$ cat src/hdl/psq_pkg.sv
// psq_pkg: shared types and constants of the priority serve queue.
// Used by psq_store, psq_cmp and priority_serve_queue_core.
`default_nettype none

package psq_pkg;

    localparam int SLOTS  = 16;
    localparam int SLOT_W = (SLOTS > 1) ? $clog2(SLOTS) : 1;
    localparam int PRIO_W = 16;
    localparam int ORD_W  = 32;
    localparam int ID_W   = 4;

    localparam logic [1:0] OP_ARRIVE = 2'd0;
    localparam logic [1:0] OP_BOOST  = 2'd1;
    localparam logic [1:0] OP_LEAVE  = 2'd2;
    localparam logic [1:0] OP_SERVE  = 2'd3;

    localparam logic [ORD_W-1:0] ORD_MAX = {ORD_W{1'b1}};

    typedef struct packed {
        logic [1:0]        kind;
        logic [ID_W-1:0]   slot_id;
        logic [PRIO_W-1:0] amount;
    } t_req;

    typedef struct packed {
        logic [ID_W-1:0]   served_id;
        logic [PRIO_W-1:0] served_priority;
    } t_rsp;

    typedef struct packed {
        logic [PRIO_W-1:0] prio;
        logic [ORD_W-1:0]  order;
    } t_entry;

    typedef struct packed {
        logic              we;
        logic [SLOT_W-1:0] waddr;
        t_entry            wdata;
        logic              vset;
        logic              vclr;
        logic [SLOT_W-1:0] vaddr;
        logic [SLOT_W-1:0] raddr;
    } t_store_ctl;

    typedef enum logic [1:0] {
        ST_IDLE,
        ST_BOOST,
        ST_SCAN
    } t_state;

endpackage

`default_nettype wire

$ cat src/hdl/psq_store.sv
// psq_store: slot table memory (priority, arrival number) and slot valid bits.
// Depends on psq_pkg.
`default_nettype none

module psq_store
    import psq_pkg::*;
(
    input  wire logic             i_clk,
    input  wire logic             i_rst_n,
    input  wire t_store_ctl       i_ctl,
    output t_entry                o_rd_data,
    output logic [SLOTS-1:0]      o_valid
);

    t_entry           r_mem [SLOTS];
    t_entry           r_rd_data;
    logic [SLOTS-1:0] r_valid;

    always_ff @(posedge i_clk) begin
        if (i_ctl.we) begin
            r_mem[i_ctl.waddr] <= i_ctl.wdata;
        end
        r_rd_data <= r_mem[i_ctl.raddr];
    end

    always_ff @(posedge i_clk) begin
        if (!i_rst_n) begin
            r_valid <= '0;
        end else if (i_ctl.vset) begin
            r_valid[i_ctl.vaddr] <= 1'b1;
        end else if (i_ctl.vclr) begin
            r_valid[i_ctl.vaddr] <= 1'b0;
        end
    end

    assign o_rd_data = r_rd_data;
    assign o_valid   = r_valid;

endmodule

`default_nettype wire

$ cat src/hdl/psq_cmp.sv
// psq_cmp: shared compare and saturating add unit on the entry read from the table.
// Depends on psq_pkg.
`default_nettype none

module psq_cmp
    import psq_pkg::*;
(
    input  wire t_entry            i_cand,
    input  wire logic              i_cand_valid,
    input  wire t_entry            i_best,
    input  wire logic              i_best_found,
    input  wire logic [PRIO_W-1:0] i_amount,
    output logic                   o_take,
    output logic [PRIO_W-1:0]      o_sum
);

    logic [PRIO_W:0] sum_full;

    always_comb begin
        sum_full = {1'b0, i_cand.prio} + {1'b0, i_amount};
        o_sum    = sum_full[PRIO_W] ? {PRIO_W{1'b1}} : sum_full[PRIO_W-1:0];
        o_take   = i_cand_valid &&
                   (!i_best_found ||
                    (i_cand.prio > i_best.prio) ||
                    ((i_cand.prio == i_best.prio) && (i_cand.order < i_best.order)));
    end

endmodule

`default_nettype wire

$ cat src/hdl/priority_serve_queue_core.sv
// priority_serve_queue_core: indexed max-priority slot table with a sequenced scan.
// Arrive, leave and boost of an empty slot complete at acceptance; busy stays low.
// Boost of a valid slot: busy in ST_BOOST (table read at acceptance, then saturating add and write back).
// Serve: busy for the whole scan, one table read per slot through the shared comparator; the
// result strobe comes in the cycle after the last scan cycle, or none if no slot is valid.
// Reset clears the valid bits, the arrival counter and the sequencer; no clearing pass.
`default_nettype none

module priority_serve_queue_core
    import psq_pkg::*;
(
    input  wire logic i_clk,
    input  wire logic i_rst_n,
    input  wire logic start,
    input  wire t_req i_req,
    output logic      busy,
    output logic      o_strobe,
    output t_rsp      o_rsp
);

    t_state            r_state, n_state;
    logic [SLOT_W-1:0] r_ridx, n_ridx;
    logic [SLOT_W-1:0] r_best, n_best;
    t_entry            r_best_ent, n_best_ent;
    logic              r_found, n_found;
    logic [ORD_W-1:0]  r_cnt, n_cnt;
    logic [PRIO_W-1:0] r_amount, n_amount;
    logic              r_strobe, n_strobe;
    t_rsp              r_rsp, n_rsp;

    t_store_ctl        ctl;
    t_entry            rd_data;
    logic [SLOTS-1:0]  valid;
    logic              take;
    logic [PRIO_W-1:0] sum;
    logic              accept;
    logic              id_ok;
    logic [SLOT_W-1:0] id_addr;
    logic              last;

    psq_store u_store (
        .i_clk     (i_clk),
        .i_rst_n   (i_rst_n),
        .i_ctl     (ctl),
        .o_rd_data (rd_data),
        .o_valid   (valid)
    );

    psq_cmp u_cmp (
        .i_cand       (rd_data),
        .i_cand_valid (valid[r_ridx]),
        .i_best       (r_best_ent),
        .i_best_found (r_found),
        .i_amount     (r_amount),
        .o_take       (take),
        .o_sum        (sum)
    );

    assign accept  = start && (r_state == ST_IDLE);
    assign id_ok   = 32'(i_req.slot_id) < SLOTS;
    assign id_addr = SLOT_W'(i_req.slot_id);
    assign last    = (r_ridx == SLOT_W'(SLOTS - 1));

    always_comb begin
        n_state = r_state;
        case (r_state)
            ST_IDLE: begin
                if (accept) begin
                    if (i_req.kind == OP_SERVE) begin
                        n_state = ST_SCAN;
                    end else if (i_req.kind == OP_BOOST && id_ok && valid[id_addr]) begin
                        n_state = ST_BOOST;
                    end
                end
            end
            ST_BOOST: n_state = ST_IDLE;
            ST_SCAN: begin
                if (last) begin
                    n_state = ST_IDLE;
                end
            end
            default: n_state = ST_IDLE;
        endcase
    end

    always_comb begin
        ctl        = '0;
        ctl.raddr  = r_ridx;
        n_ridx     = r_ridx;
        n_best     = r_best;
        n_best_ent = r_best_ent;
        n_found    = r_found;
        n_cnt      = r_cnt;
        n_amount   = r_amount;
        n_strobe   = 1'b0;
        n_rsp      = r_rsp;
        case (r_state)
            ST_IDLE: begin
                if (accept) begin
                    n_amount = i_req.amount;
                    case (i_req.kind)
                        OP_ARRIVE: begin
                            if (id_ok) begin
                                ctl.we          = 1'b1;
                                ctl.waddr       = id_addr;
                                ctl.wdata.prio  = i_req.amount;
                                ctl.wdata.order = r_cnt;
                                ctl.vset        = 1'b1;
                                ctl.vaddr       = id_addr;
                                if (r_cnt != ORD_MAX) begin
                                    n_cnt = r_cnt + 1'b1;
                                end
                            end
                        end
                        OP_BOOST: begin
                            ctl.raddr = id_addr;
                            n_ridx    = id_addr;
                        end
                        OP_LEAVE: begin
                            if (id_ok) begin
                                ctl.vclr  = 1'b1;
                                ctl.vaddr = id_addr;
                            end
                        end
                        OP_SERVE: begin
                            ctl.raddr = '0;
                            n_ridx    = '0;
                            n_found   = 1'b0;
                        end
                        default: ;
                    endcase
                end
            end
            ST_BOOST: begin
                ctl.we          = 1'b1;
                ctl.waddr       = r_ridx;
                ctl.wdata.prio  = sum;
                ctl.wdata.order = rd_data.order;
            end
            ST_SCAN: begin
                ctl.raddr = r_ridx + 1'b1;
                n_ridx    = r_ridx + 1'b1;
                if (take) begin
                    n_best     = r_ridx;
                    n_best_ent = rd_data;
                    n_found    = 1'b1;
                end
                if (last) begin
                    n_strobe              = n_found;
                    n_rsp.served_id       = ID_W'(n_best);
                    n_rsp.served_priority = n_best_ent.prio;
                    ctl.vclr              = n_found;
                    ctl.vaddr             = n_best;
                end
            end
            default: ;
        endcase
    end

    always_ff @(posedge i_clk) begin
        if (!i_rst_n) begin
            r_state  <= ST_IDLE;
            r_cnt    <= '0;
            r_found  <= 1'b0;
            r_strobe <= 1'b0;
        end else begin
            r_state  <= n_state;
            r_cnt    <= n_cnt;
            r_found  <= n_found;
            r_strobe <= n_strobe;
        end
    end

    always_ff @(posedge i_clk) begin
        r_ridx     <= n_ridx;
        r_best     <= n_best;
        r_best_ent <= n_best_ent;
        r_amount   <= n_amount;
        r_rsp      <= n_rsp;
    end

    assign busy     = (r_state != ST_IDLE);
    assign o_strobe = r_strobe;
    assign o_rsp    = r_rsp;

endmodule

`default_nettype wire
$ cat config.mk
export PLATFORM = sky130hd
export DESIGN_NAME = priority_serve_queue_core
export DESIGN_NICKNAME = d
export VERILOG_FILES = /design/src/hdl/psq_pkg.sv /design/src/hdl/psq_store.sv /design/src/hdl/psq_cmp.sv /design/src/hdl/priority_serve_queue_core.sv
export SDC_FILE = /design/constraint.sdc
export NUM_CORES = 1
export LEC_CHECK = 0
export BUFFER_PORTS_ARGS = -buffer_cell sky130_fd_sc_hd__buf_2
export CELL_PAD_IN_SITES_DETAIL_PLACEMENT = 1
export CELL_PAD_IN_SITES_GLOBAL_PLACEMENT = 2
export CORE_MARGIN = 4
export CORE_UTILIZATION = 42
export CTS_BUF_LIST = sky130_fd_sc_hd__clkbuf_16
export DETAILED_ROUTE_END_ITERATION = 7
export MAX_ROUTING_LAYER = met4
export PLACE_DENSITY = 0.76
export SLEW_MARGIN = 25
export SYNTH_ARGS = -nofsm -noshare
export SYNTH_HDL_FRONTEND = slang
export SYNTH_SLANG_ARGS = --single-unit
$ cat constraint.sdc
create_clock -name i_clk -period 6 [get_ports i_clk]
set_input_delay 0.6 -clock i_clk [delete_from_list [all_inputs] [get_ports i_clk]]
set_output_delay 0.6 -clock i_clk [all_outputs]
set_load 0.01 [all_outputs]
# After elaboration in Yosys (flattened, before gate mapping)
# Memories as Yosys holds them, arrays and structs flattened. A register that Yosys moved wholly into a read port is not among the register bits.
# Cells that the tools add are included.
[word_totals]
mem_count = 1
wordCells = 92
in_bits = 25
register_bits = 144
out_inout_bits = 22
ram_bits = 768
[classes]
n_bitwise = 3
n_lt_le_gt_ge = 6
mux = 33
add_sub_neg = 3
n_eq_ne = 12
n_reduce_logical = 22
[mem_list]
columns = ["name", "depth", "word_bits", "rd", "rd_clocked_by_memory_dff", "wr", "line", "rtl"]
rows = [
  ["u_store.r_mem", 16, 48, 1, 1, 1, "psq_store.sv:15", "t_entry r_mem [SLOTS];"],
]
[ops]
columns = ["operator", "count"]
rows = [
  ["case mux 53 bit (2 select lines)", 1],
  ["2-to-1 mux 63 bit", 1],
  ["2-to-1 mux 54 bit", 1],
  ["2-to-1 mux 16 bit", 3],
  ["2-to-1 mux 48 bit", 1],
  ["adder 32 x 1 -> 32 bit (second input constant)", 1],
  ["less-than comparator 32 bit", 1],
  ["!= test 32 bit (second input constant)", 1],
  ["case mux 9 bit (2 select lines)", 1],
  ["adder 16 x 16 -> 17 bit", 1],
  ["bitwise AND 16 bit", 1],
  ["== test 16 bit", 1],
  ["greater-than comparator 16 bit", 1],
  ["NOT 16 bit", 1],
  ["OR 16 bit", 1],
  ["case mux 4 bit (2 select lines)", 2],
  ["less-than comparator 4 x 5 -> 1 bit (second input constant)", 3],
  ["2-to-1 mux 4 bit", 3],
  ["2-to-1 mux 1 bit", 10],
  ["AND reduction 3 bit", 3],
  ["binary-select mux 1 bit (select 4 bit)", 2],
  ["2-to-1 mux 2 bit", 4],
  ["AND reduction 2 bit", 4],
  ["== test 2 bit (second input constant)", 3],
  ["other kinds (18)", 28],
]

# Logic depth before layout (Yosys ltp)
[logic_depth]
depth_word = 15
mapped_depth = 13

# Modules after synthesis
# A second synthesis with hierarchy kept.
[unflattened]
cells_unflattened = 2150
hier_area_um2 = 38520.7
[modules_own_cells]
columns = ["module", "cells_per_inst", "area_per_inst_um2", "instances"]
rows = [
  ["psq_store", 1328, 30415.4, 1],
  ["priority_serve_queue_core", 534, 6064.6, 1],
  ["psq_cmp", 288, 2040.7, 1],
]

# Least setup slack after synthesis
# Ideal clock, no wire load.
[synth_timing]
kind = "input-to-reg"
from = "input i_req[20] (netlist bit)"
to = "memory u_store.r_mem[4][0] (netlist bit), enable pin"
path_slack_ns = 0.253
setup_ns = 0.513
stages = 6
arrival_time_ns = 5.234
path_cell_list = "clkbuf_1 -> nand3b_1 -> nor2_1 -> a22oi_1 -> or3_1 -> nor3_1"
[synth_between]
elab_chain_cells = 6
[synth_lines]
columns = ["element", "line", "rtl"]
rows = [
  ["start, declared", "priority_serve_queue_core.sv:15", "input wire t_req i_req,"],
  ["logical NOT 2 bit (*)", "priority_serve_queue_core.sv:101", "case (i_req.kind)"],
  ["2-to-1 mux 54 bit (*)", "priority_serve_queue_core.sv:101", ""],
  ["2-to-1 mux 63 bit (*)", "priority_serve_queue_core.sv:99", "if (accept) begin"],
  ["case mux 53 bit (2 select lines) (*)", "priority_serve_queue_core.sv:97", "case (r_state)"],
  ["2-to-1 mux 1 bit", "psq_store.sv:20", "if (i_ctl.we) begin"],
  ["2-to-1 mux 1 bit (implied by the code)", "psq_store.sv:21", "r_mem[i_ctl.waddr] <= i_ctl.wdata;"],
  ["end, declared", "psq_store.sv:15", ""],
]
# Every way passes the cells marked *; elsewhere a longest branch is shown, timed or not.

# Worst setup path in the final report
[layout_timing]
from = "register r_state[1]"
to = "register, netlist name u_store.o_rd_data[25]"
[layout_between]
elab_chain_cells = 4
word_cells_on_any_way = 5
[layout_lines]
columns = ["element", "line", "rtl"]
rows = [
  ["start, declared", "priority_serve_queue_core.sv:21", "t_state r_state, n_state;"],
  ["start signal, assigned", "priority_serve_queue_core.sv:167", "r_state <= n_state;"],
  ["logical NOT 2 bit", "priority_serve_queue_core.sv:59, priority_serve_queue_core.sv:97", ""],
  ["logical AND 1 bit", "priority_serve_queue_core.sv:59", "assign accept = start && (r_state == ST_IDLE);"],
  ["2-to-1 mux 63 bit", "priority_serve_queue_core.sv:99", ""],
  ["case mux 9 bit (2 select lines) (*)", "priority_serve_queue_core.sv:97", ""],
]
# Marks and branches as above.
# A chain may end at the register's enable or synchronous reset.

==> key figures <==
STA
  • Fin crit share: 0.7256
  • Final slew viol count: 0
  • Tmin final: 4.353 ns
  • RSZ-0062 raised after global routing: false
  • Relative slew slack: 0.3069
  • TNS Setup: 0 ns
  • Slew at the pin closest to its max-slew limit: ~1.0 ns
  • Setup Skew: approximately 0.027 ns
  • Fmax: between 200 and 250 MHz
  • Count of final setup violators: 0
  • Hold Fails Final Rpt: 0

Clock tree
  • Root Driver: clkbuf_16
  • CTS tree: built
  • CTS clk-pin slew, worst paths: roughly 0.060 ns
  • Setup bufs post-CTS: 0
  • H-tree depth: 3
  • Post-cts repair resize count: 0
  • CTS Hold Bufs: 0
  • Worst-Skew Late Latency: between 0.6 and 0.7 ns
  • Maximum root-to-sink buffer count: 3
  • CTS buffer count: between 100 and 150
  • Total clock sinks: 960

Drt
  • DR iter-0 viols: roughly 1,700
  • DR DRC count: 0
  • Final WL: 97,990 um
  • Routed Antenna Nets: 0
  • Drt wl/cell: around 24 um
  • Avg Vias per Cell: 5.590
  • 1st-pass router iterations: 7
  • Vias: 22,760

Setup path
  • Startpoint Class: flip-flop
  • Worst EP arrival: approximately 4.9 ns
  • Critical path endpoint category: flip-flop
  • CP Data Required Time: approximately 6.5 ns
  • Crit path kind: flip-flop to flip-flop
  • Reg2reg start: r_state[1]$_SDFFE_PN0P_
  • Crit path from: r_state[1]$_SDFFE_PN0P_
  • Crit path max fanout: between 100 and 150

Job
  • Max-cap violations: 0

Place
  • Gpl congestion: 0.8017
  • I/O Buffers: 46
  • Placed cells: 3,878
  • DP HPWL: approximately 56,000 um
  • Post-DP Area: 41,850 um^2

Synth
  • Gate count after technology mapping: roughly 2,700
  • Cell area after synthesis: 39,980 um^2
  • Post-synth EDFFs: between 800 and 900
  • Mapped Nets: 2,777
  • Async SR Flop Fraction: 0
  • Primary FF master, synth: edfxtp_1
  • Top-area cell type share of the netlist area: 0.6459
  • Most frequent cells after synthesis: 860 x edfxtp_1, 217 x nand2_1, 215 x mux2i_1
  • Synthesis Warnings: 0
  • #FFs+latches synth: 960
  • Post-Syn Area per Cell: approximately 15 um^2
  • Count leader, synth: edfxtp_1
  • Top post-synthesis cells by area: edfxtp_1 65%, mux2_2 5.9%, mux2i_1 5.4%
  • Number of distinct library cells after synthesis: 64
  • Seq/Total Area, Yosys: 0.6960
  • Synth area leader: edfxtp_1

Finish
  • Design area: 45,020 um^2
  • Fin nets: approximately 2,800
  • Core Util, Final: 0.4795
  • Layout cells sized above 1: 0.1694
  • Synth-to-layout area growth: 12.59%
  • Fin cells: slightly above 4,000

Floorplan
  • Die W: ~320 um
  • Initial Util: 0.4259
  • Die Y: about 320 um
  • Num ports: 47
  • Die ar.: approximately 100,000 um^2
  • Core Region: ~94,000 um^2
  • Rows: about 110

Global route
  • Vias in the first global route: between 20,000 and 25,000
  • Total global routing overflow: 0
  • Met3 Track Usage GR: 0.03261
  • Largest net degree at the start of global routing: about 160
  • First-pass GRT wire length: 149,400 um
  • GRT met1 Usage: 0.2626
  • All-layer global routing usage: 0.2017
  • Most used routing layer in global routing: met2
  • Antenna violations before repair: 3
  • GR Layer Usage met2: 0.3301

Pwr
  • Cell leakage power: ~16 nW
  • Max VDD drop: a little over 0.2 mV
  • Power density over cell area: about 340 nW/um^2
  • Total power draw: approximately 16 mW

Outcome
  • Status: finished, final reports clean

Min path
  • Min-delay src: i_req[1]
  • Worst Hold Class: input pin to flip-flop
kinds of logic after synthesis:
family / count (synthesis) / synth area share
AOI/OAI and AO/OA: 514 / 0.08271
xor gates and xnor gates: 39 / 0.008543
adders and majority gates: 66 / 0.02084
buffers and inverters: 221 / 0.02156
DFF: 960 / 0.6960
muxes: 434 / 0.1183
and+or+nand+nor: 452 / 0.05207
flip-flops by register name, summed over array words and instances (netlist names), 4 cells and up, named ones only:
name and count:
u_store.r_mem 768, r_best_ent 48, u_store.o_rd_data 48, r_cnt 32
o_rsp 20, r_amount 16, r_best 4, r_ridx 4
worst paths after layout:
kind                              endpoint  slack, ns  cells past startpoint
max          u_store.o_rd_data[25]$_DFF_P_       1.65                      9
min                  r_amount[1]$_DFFE_PP_       0.13                      1
max reg2reg  u_store.o_rd_data[25]$_DFF_P_       1.65                      9
min reg2reg        r_best_ent[3]$_DFFE_PP_       0.47                      0
layer usage:
metal	vias to the layer above	share of wire
li1	10390	-
met1	11750	0.45
met2	432	0.49
met3	181	0.041
met4	0	0.026
met5	-	0
area by class of cell:
class | instances | area (um^2)
Clock inverter | 85 | 506.7
Fill cell | 9125 | 48870
Timing Repair Buffer | 90 | 725.7
Tap cell | 1254 | 1569
Antenna cell | 2 | 5.005
Multi-Input combinational cell | 1505 | 11490
Clock buffer | 105 | 2628
Sequential cell | 960 | 27830
Inverter | 70 | 262.8
layout by cell type, fill, tap and decap left out, types with 20 or more instances in the layout:
master     Yosys  layout
a21oi_1       91      91
and2_1        25      25
a211oi_1      98      98
o21ai_0      169     169
nand2_1      217     217
buf_2         22      46
clkbuf_16      0     105
a22o_1        32      32
o211ai_1      52      52
edfxtp_1     860     860
clkinv_1       0      33
dfxtp_1      100     100
ha_1          65      65
buf_4          1      30
inv_1         70      91
nor2_1        98      79
mux2i_1      215     215
mux2_2       209     209
xnor2_1       22      22
nor2b_1       20      20
worst max-delay path, stage by stage (launching register included):
cell and delay (ns):
dfxtp_1 0.94, nand2_1 0.63, o22ai_1 0.29, o21bai_4 0.24
buf_12 0.61, mux2_2 0.42, nand2_1 0.06, o21ai_0 0.08
a211oi_1 0.53, a21oi_1 0.09
where the power goes:
group | switching, mW | internal [mW] | total, mW
Clock | 2.55 | 3.36 | 5.91
Combinational | 1.22 | 0.706 | 1.92
Sequential | 0.145 | 7.53 | 7.68
Total | 3.91 | 11.6 | 15.5
stage by stage:
step / hold WS (ns) / worst slack [ns]
detailed placement: 0.4560 / 1.697
global route: 0.1071 / 1.444
floorplan: 0.4224 / 0.2527
CTS: 0.08869 / 1.680
finish: 0.1348 / 1.647
global placement: 0.4428 / 1.852
(Power assumes the default switching activity.)
